===== config.mk =====
export PLATFORM = sky130hd
export DESIGN_NAME = tcce_ctrl
export DESIGN_NICKNAME = d
export VERILOG_FILES = /design/src/rtl/core/tcce_pkg.sv /design/src/rtl/core/tcce_ctrl.sv
export SDC_FILE = /design/constraint.sdc
export NUM_CORES = 1
export LEC_CHECK = 0
export BUFFER_PORTS_ARGS = -buffer_cell sky130_fd_sc_hd__buf_2
export CAP_MARGIN = 15
export CORE_AREA = 2 2 39 41
export CTS_BUF_LIST = sky130_fd_sc_hd__clkbuf_4 sky130_fd_sc_hd__clkbuf_8
export CTS_CLUSTER_SIZE = 14
export DETAILED_ROUTE_END_ITERATION = 16
export DIE_AREA = 0 0 41 43
export SLEW_MARGIN = 40
export SYNTH_ARGS = -nofsm -noshare
export SYNTH_HDL_FRONTEND = slang
export SYNTH_SLANG_ARGS = --single-unit
export TNS_END_PERCENT = 30

===== constraint.sdc =====
create_clock -name i_clk -period 1.3 [get_ports i_clk]
set_input_delay 0.39 -clock i_clk [delete_from_list [all_inputs] [get_ports i_clk]]
set_output_delay 0.39 -clock i_clk [all_outputs]
set_load 0.005 [all_outputs]

===== src/rtl/core/tcce_pkg.sv =====
// ============================================================================
// tcce_pkg: text console cursor engine shared definitions
// Field widths, character codes, controller states and the command/status
// bundles that join the controller and the datapath.
// ============================================================================
package tcce_pkg;

    // port field widths
    localparam int ENTRY_W = 16;
    localparam int ROW_W   = 5;
    localparam int COL_W   = 7;
    localparam int INDEX_W = 11;
    localparam int CHAR_W  = 8;
    localparam int COLOR_W = 8;

    // request function codes
    localparam logic FUNC_PUT  = 1'b0;
    localparam logic FUNC_READ = 1'b1;

    // character codes
    localparam logic [CHAR_W-1:0] CH_NEWLINE   = 8'd10;
    localparam logic [CHAR_W-1:0] CH_TAB       = 8'd9;
    localparam logic [CHAR_W-1:0] CH_BACKSPACE = 8'd8;
    localparam logic [CHAR_W-1:0] CH_BLANK     = 8'h20;

    // tab stops every four columns (power of two)
    localparam int TAB_STEP = 4;

    // reset values
    localparam logic [COLOR_W-1:0] COLOR_RESET = 8'h07;
    localparam logic [ENTRY_W-1:0] CELL_RESET  = 16'h0720;

    // controller states
    typedef enum logic [2:0] {
        ST_CLEAR,
        ST_IDLE,
        ST_READ,
        ST_SCROLL,
        ST_FILL
    } t_state;

    // sweep counter operations
    typedef enum logic [1:0] {
        CNT_HOLD,
        CNT_ZERO,
        CNT_INC,
        CNT_FILL
    } t_cnt_op;

    // controller to datapath
    typedef struct packed {
        logic    put_go;
        logic    rd_go;
        t_cnt_op cnt_op;
        logic    clr_wr;
        logic    scr_step;
        logic    fill_wr;
        logic    load_put;
        logic    load_rd;
        logic    load_scr;
    } t_cmd;

    // datapath to controller
    typedef struct packed {
        logic put_scrolls;
        logic cnt_end;
        logic move_end;
        logic out_valid;
    } t_stat;

endpackage


===== src/rtl/core/tcce_ctrl.sv =====
// ============================================================================
// tcce_ctrl: sequencing controller
// Runs the power-up clear sweep, accepts requests, and steps the datapath
// through cell reads and the scroll copy and blank-fill sweeps.
// ============================================================================
module tcce_ctrl (
    input  logic            i_clk,
    input  logic            i_rst_n,
    input  logic            i_in_valid,
    input  logic            i_func,
    input  logic            i_out_ready,
    input  tcce_pkg::t_stat i_stat,
    output tcce_pkg::t_cmd  o_cmd,
    output logic            o_in_ready
);
    import tcce_pkg::*;

    t_state r_state;
    t_state n_state;
    logic   in_ready;
    logic   fire;

    // one request at a time; result register must be free or draining
    assign in_ready   = (r_state == ST_IDLE) && (!i_stat.out_valid || i_out_ready);
    assign fire       = i_in_valid && in_ready;
    assign o_in_ready = in_ready;

    // state register
    always_ff @(posedge i_clk) begin
        if (!i_rst_n) begin
            r_state <= ST_CLEAR;
        end else begin
            r_state <= n_state;
        end
    end

    // next state
    always_comb begin
        n_state = r_state;
        case (r_state)
            ST_CLEAR: begin
                if (i_stat.cnt_end) n_state = ST_IDLE;
            end
            ST_IDLE: begin
                if (fire) begin
                    if (i_func == FUNC_READ) begin
                        n_state = ST_READ;
                    end else if (i_stat.put_scrolls) begin
                        n_state = ST_SCROLL;
                    end
                end
            end
            ST_READ: begin
                n_state = ST_IDLE;
            end
            ST_SCROLL: begin
                if (i_stat.move_end) n_state = ST_FILL;
            end
            ST_FILL: begin
                if (i_stat.cnt_end) n_state = ST_IDLE;
            end
            default: begin
                n_state = ST_IDLE;
            end
        endcase
    end

    // command outputs
    always_comb begin
        o_cmd = '0;
        o_cmd.cnt_op = CNT_HOLD;
        case (r_state)
            ST_CLEAR: begin
                o_cmd.clr_wr = 1'b1;
                o_cmd.cnt_op = CNT_INC;
            end
            ST_IDLE: begin
                if (fire) begin
                    if (i_func == FUNC_PUT) begin
                        o_cmd.put_go   = 1'b1;
                        o_cmd.load_put = !i_stat.put_scrolls;
                        if (i_stat.put_scrolls) o_cmd.cnt_op = CNT_ZERO;
                    end else begin
                        o_cmd.rd_go = 1'b1;
                    end
                end
            end
            ST_READ: begin
                o_cmd.load_rd = 1'b1;
            end
            ST_SCROLL: begin
                o_cmd.scr_step = 1'b1;
                o_cmd.cnt_op   = i_stat.move_end ? CNT_FILL : CNT_INC;
            end
            ST_FILL: begin
                o_cmd.fill_wr  = 1'b1;
                o_cmd.cnt_op   = CNT_INC;
                o_cmd.load_scr = i_stat.cnt_end;
            end
            default: begin
                o_cmd.cnt_op = CNT_HOLD;
            end
        endcase
    end

endmodule


## Word level (Yosys, flattened, before mapping)

Index checks and enable logic that the tools add are counted.

- Div/mod/pow operators: 0
- Eq/ne operators: 8
- Add/sub/neg operators: 0
- Mux-type cells: 22
- $lt $le $gt $ge: 0
- Multiply operators: 0
- Shifts and indexed selects: 0
- Bitwise gates (word level): 0
- Reductions and logical operators: 8

Operator list:

| operator | count |
|---|---|
| 3-bit 2-to-1 mux | 5 |
| 1-bit 2-to-1 mux | 12 |
| 3-bit one-hot mux with 3 select lines | 1 |
| 3-bit by 2-bit equality test with 1-bit output (second input constant) | 2 |
| 2-bit one-hot mux with 3 select lines | 1 |
| 2-bit 2-to-1 mux | 2 |
| 4-bit 2-to-1 mux | 1 |
| 2-bit != test (second input constant) | 2 |
| 4-bit AND reduction | 1 |
| 3-bit by 1-bit equality test with 1-bit output (second input constant) | 1 |
| 3-bit equality test (second input constant) | 1 |
| 3-bit zero test | 1 |
| 3-bit != test (second input constant) | 1 |
| 1-bit logical AND | 2 |
| 1-bit zero test | 2 |
| 2-bit by 1-bit != test with 1-bit output (second input constant) | 1 |
| 2-bit OR reduction | 1 |
| 1-bit logical OR | 1 |

- Memories kept: 0
- Input bits: 9
- Memory bits (writable): 0
- Register bits: 3
- Memory bits (read-only): 0
- Logic and storage cells: 39
- Output and inout port bits: 11
- Latch bits: 0

## Depth between registers and ports, before layout

- Depth after elaboration: 6
- Mapped depth: 4

## Worst setup path after synthesis

No wires, ideal clock.

- Kind: flip-flop to output port
- From: register r_state[0]
- To: output port o_cmd[2] (netlist name)
- Cell stages (with the launch flop): 5
- Path slack: 23 ps
- Arrival time: 887 ps
- Cell sequence: dfxtp_1 buf_6 nor3b_4 nand3_2 nor3_1

RTL lines:

| what | RTL line | RTL |
|---|---|---|
| from (decl) | tcce_ctrl.sv:18 | `t_state r_state;` |
| from (signal assigned) | tcce_ctrl.sv:33 | `r_state <= n_state;` |
| to (decl) | tcce_ctrl.sv:13 | `output tcce_pkg::t_cmd o_cmd,` |

==> results.toml <==
[power]
peakVddDrop_uv = 347
power_density_nw_per_um2 = 732
p_leak_nw = 0.275

[die]
die_area_um2 = 1760
io_pins = 20
coreArea_um2 = 1380
die_h_um = 43
die_w_um = 41
rows = 14
initial_core_util_pct = 20.7

[timing]
slew_headroom_pct = 84.9
worst_slack_ps = -251
tightest_slew_ps = 226
max_freq_mhz = 645
tns_ps = -1960
finalCritPeriodShare_pct = 119
rsz0062_at_grt = "yes"
finClkSkew_ps = 1.59
timing.hold.ws_ps = 407
final-setup-viol-count = 11
hold_violations = 0
slew_viol_final = 0
period_needed_ps = 1550

[synthesis]
synth_warnings = 0
synth_top_area_share_pct = 21.0
post_synth.cell_area_avg_um2 = 7.74
postSynthNetCount = 46
ys_ff_latch = 3
synth.distinct_cells = 23
synth_largest_area_cell = "dfxtp_1"
synthCells = 37
synth_area_um2 = 287
netlist_top_cells_area = "dfxtp_1 21%, nor3_1 7.0%, nand2b_1 6.6%"
yosysSeqAreaShare_pct = 21.0

[layout]
multi_input_area_um2 = 238
final_cell_area_um2 = 543
layout.nets = 79
drive_above_1_share_pct = 66.7
layout.cells.most_common = "buf_2"
n_antenna_cell = 0
regArea_um2 = 66.3
largest_reg_flops = 3
top_register = "r_state"
top_regs = "r_state: 3 flops"
final_cell_mix = "19 x buf_2, 9 x buf_4, 4 x clkbuf_4"
final_util_pct = 39.2
area_growth_pct = 89.5
num-fill-cells = 166

[critical_path]
startpoint_type = "register"
cp.arrival_ps = 1160
cp_top_family = "flip-flops"
slowest_stage = "dfxtp_2"
cp_max_fo = 7
crit_buf_inv = 2
critPathKind = "reg2out"
crit_path_end_kind = "output pin"
worstPathRequired_ps = 910
max_stage_delay_ps = 340
cp_cell_sequence = "buf_6, nor2_1, nand4_1, a21oi_1, buf_2"

[global_route]
grtUsageTotal_pct = 9.52
grt-ovfl-total = 0
grt_first_pass_wirelength_um = 1170
grt_antenna_before_repair = 0
grt_pass1_vias = 315
grt_max_degree = 8

[placement]
dpl.hpwl_um = 614
port_buffers = 19
gp_congestion = 0.813
placed_cell_area_um2 = 458

[drt]
post_drt_wl_per_cell_um = 9.31
vias_per_cell = 4.46
ant_nets = 0
wl_um = 791
drc = 0
drt_first_pass_iters = 4
drtIter0Drc = 5
vias = 379

[clock_network]
cts_buffers = 3
cts.path.max_buffers = 2
holdBufCountCts = 0
cts_sinks = 3
htreeDepth = 1
clk_latency_ps = 230
cts-root-buf = "clkbuf_4"
cts_tree = "built"
clk_pin_slew_worst_paths_ps = 40

[status]
status = "complete, but fails checks"
failed_checks = "setup timing"

[run]
max-cap-violations = 0

[hold_path]
hold_class = "in2reg"
==> metrics by stage <==
stage / instances / worst slack, ps / power [mW]
floorplan: 37 / 23.0 / 0.152
global placement: 80 / -84.5 / 0.199
detailed placement: 80 / -74.5 / 0.200
CTS: 85 / -289 / 0.406
global route: 85 / -350 / 0.424
finish: 85 / -251 / 0.397
==> path summary, 6_finish.rpt <==
check	from	end	slack, ps	cells past startpoint
worst max-delay path	r_state[1]	o_cmd[6]	-250	5
worst min register to register	r_state[2]	r_state[2]	610	3
worst max register to register	r_state[1]	r_state[0]	160	4
worst min-delay path	i_rst_n	r_state[0]	410	2
==> synthesized netlist by cell type, drive strengths merged <==
master and number:
nand3 1, and3 2, and2 2, nor2 3, nand2b 3, nand2 1
o31ai 1, nor3 4, nand4 1, a31oi 1, dfxtp 3, o21ai 3
nor2b 2, o21bai 1, o211a 1, a21oi 2, inv 1, nor3b 3
buf 2
==> timing repair <==
action	in CTS	in global routing
gates cloned	0	0
setup endpoints to repair	11	11
gates resized for setup	8	4
pin swaps	4	6
setup buffers	1	0
==> layer usage <==
layer | GRT usage, % | wire (µm) | share of wire, % | vias up
met5 | 0 | 0 | 0 | -
met4 | 4.00 | 0 | 0 | 0
met3 | 4.71 | 56 | 7.1 | 0
met2 | 14.4 | 387 | 49 | 18
met1 | 10.9 | 347 | 44 | 165
li1 | - | - | - | 196
==> area by class of cell <==
type | count | share of cell area, %
Tap cell | 16 | 3.69
Sequential cell | 3 | 12.2
Clock buffer | 4 | 5.53
Timing Repair Buffer | 30 | 34.1
Inverter | 1 | 0.691
Multi-Input combinational cell | 31 | 43.8
==> where the power goes <==
| part | internal (mW) | switching, mW |
|---|---|---|
| sequential | 0.0952 | 0.00436 |
| clock | 0.136 | 0.0509 |
| combinational | 0.0620 | 0.0490 |
| total | 0.293 | 0.104 |
==> kinds of logic (layout without fill, tap and decap cells) <==
group / after synthesis / count (layout) / share of synthesized area [%]
buffers and inverters: 3 / 35 / 7.86
flip-flops: 3 / 3 / 21.0
AO/OA/AOI/OAI: 9 / 9 / 19.7
AND/OR/NAND/NOR: 22 / 22 / 51.5
==> worst reg2reg max path, delay by kind of cell, from the launching register on <==
| kind | cells | cell delay, ps |
|---|---|---|
| compound gates | 1 | 190 |
| buf+inv | 1 | 150 |
| flops | 1 | 340 |
| simple gates | 2 | 350 |
Note: power is estimated with default switching activity, not from simulation.
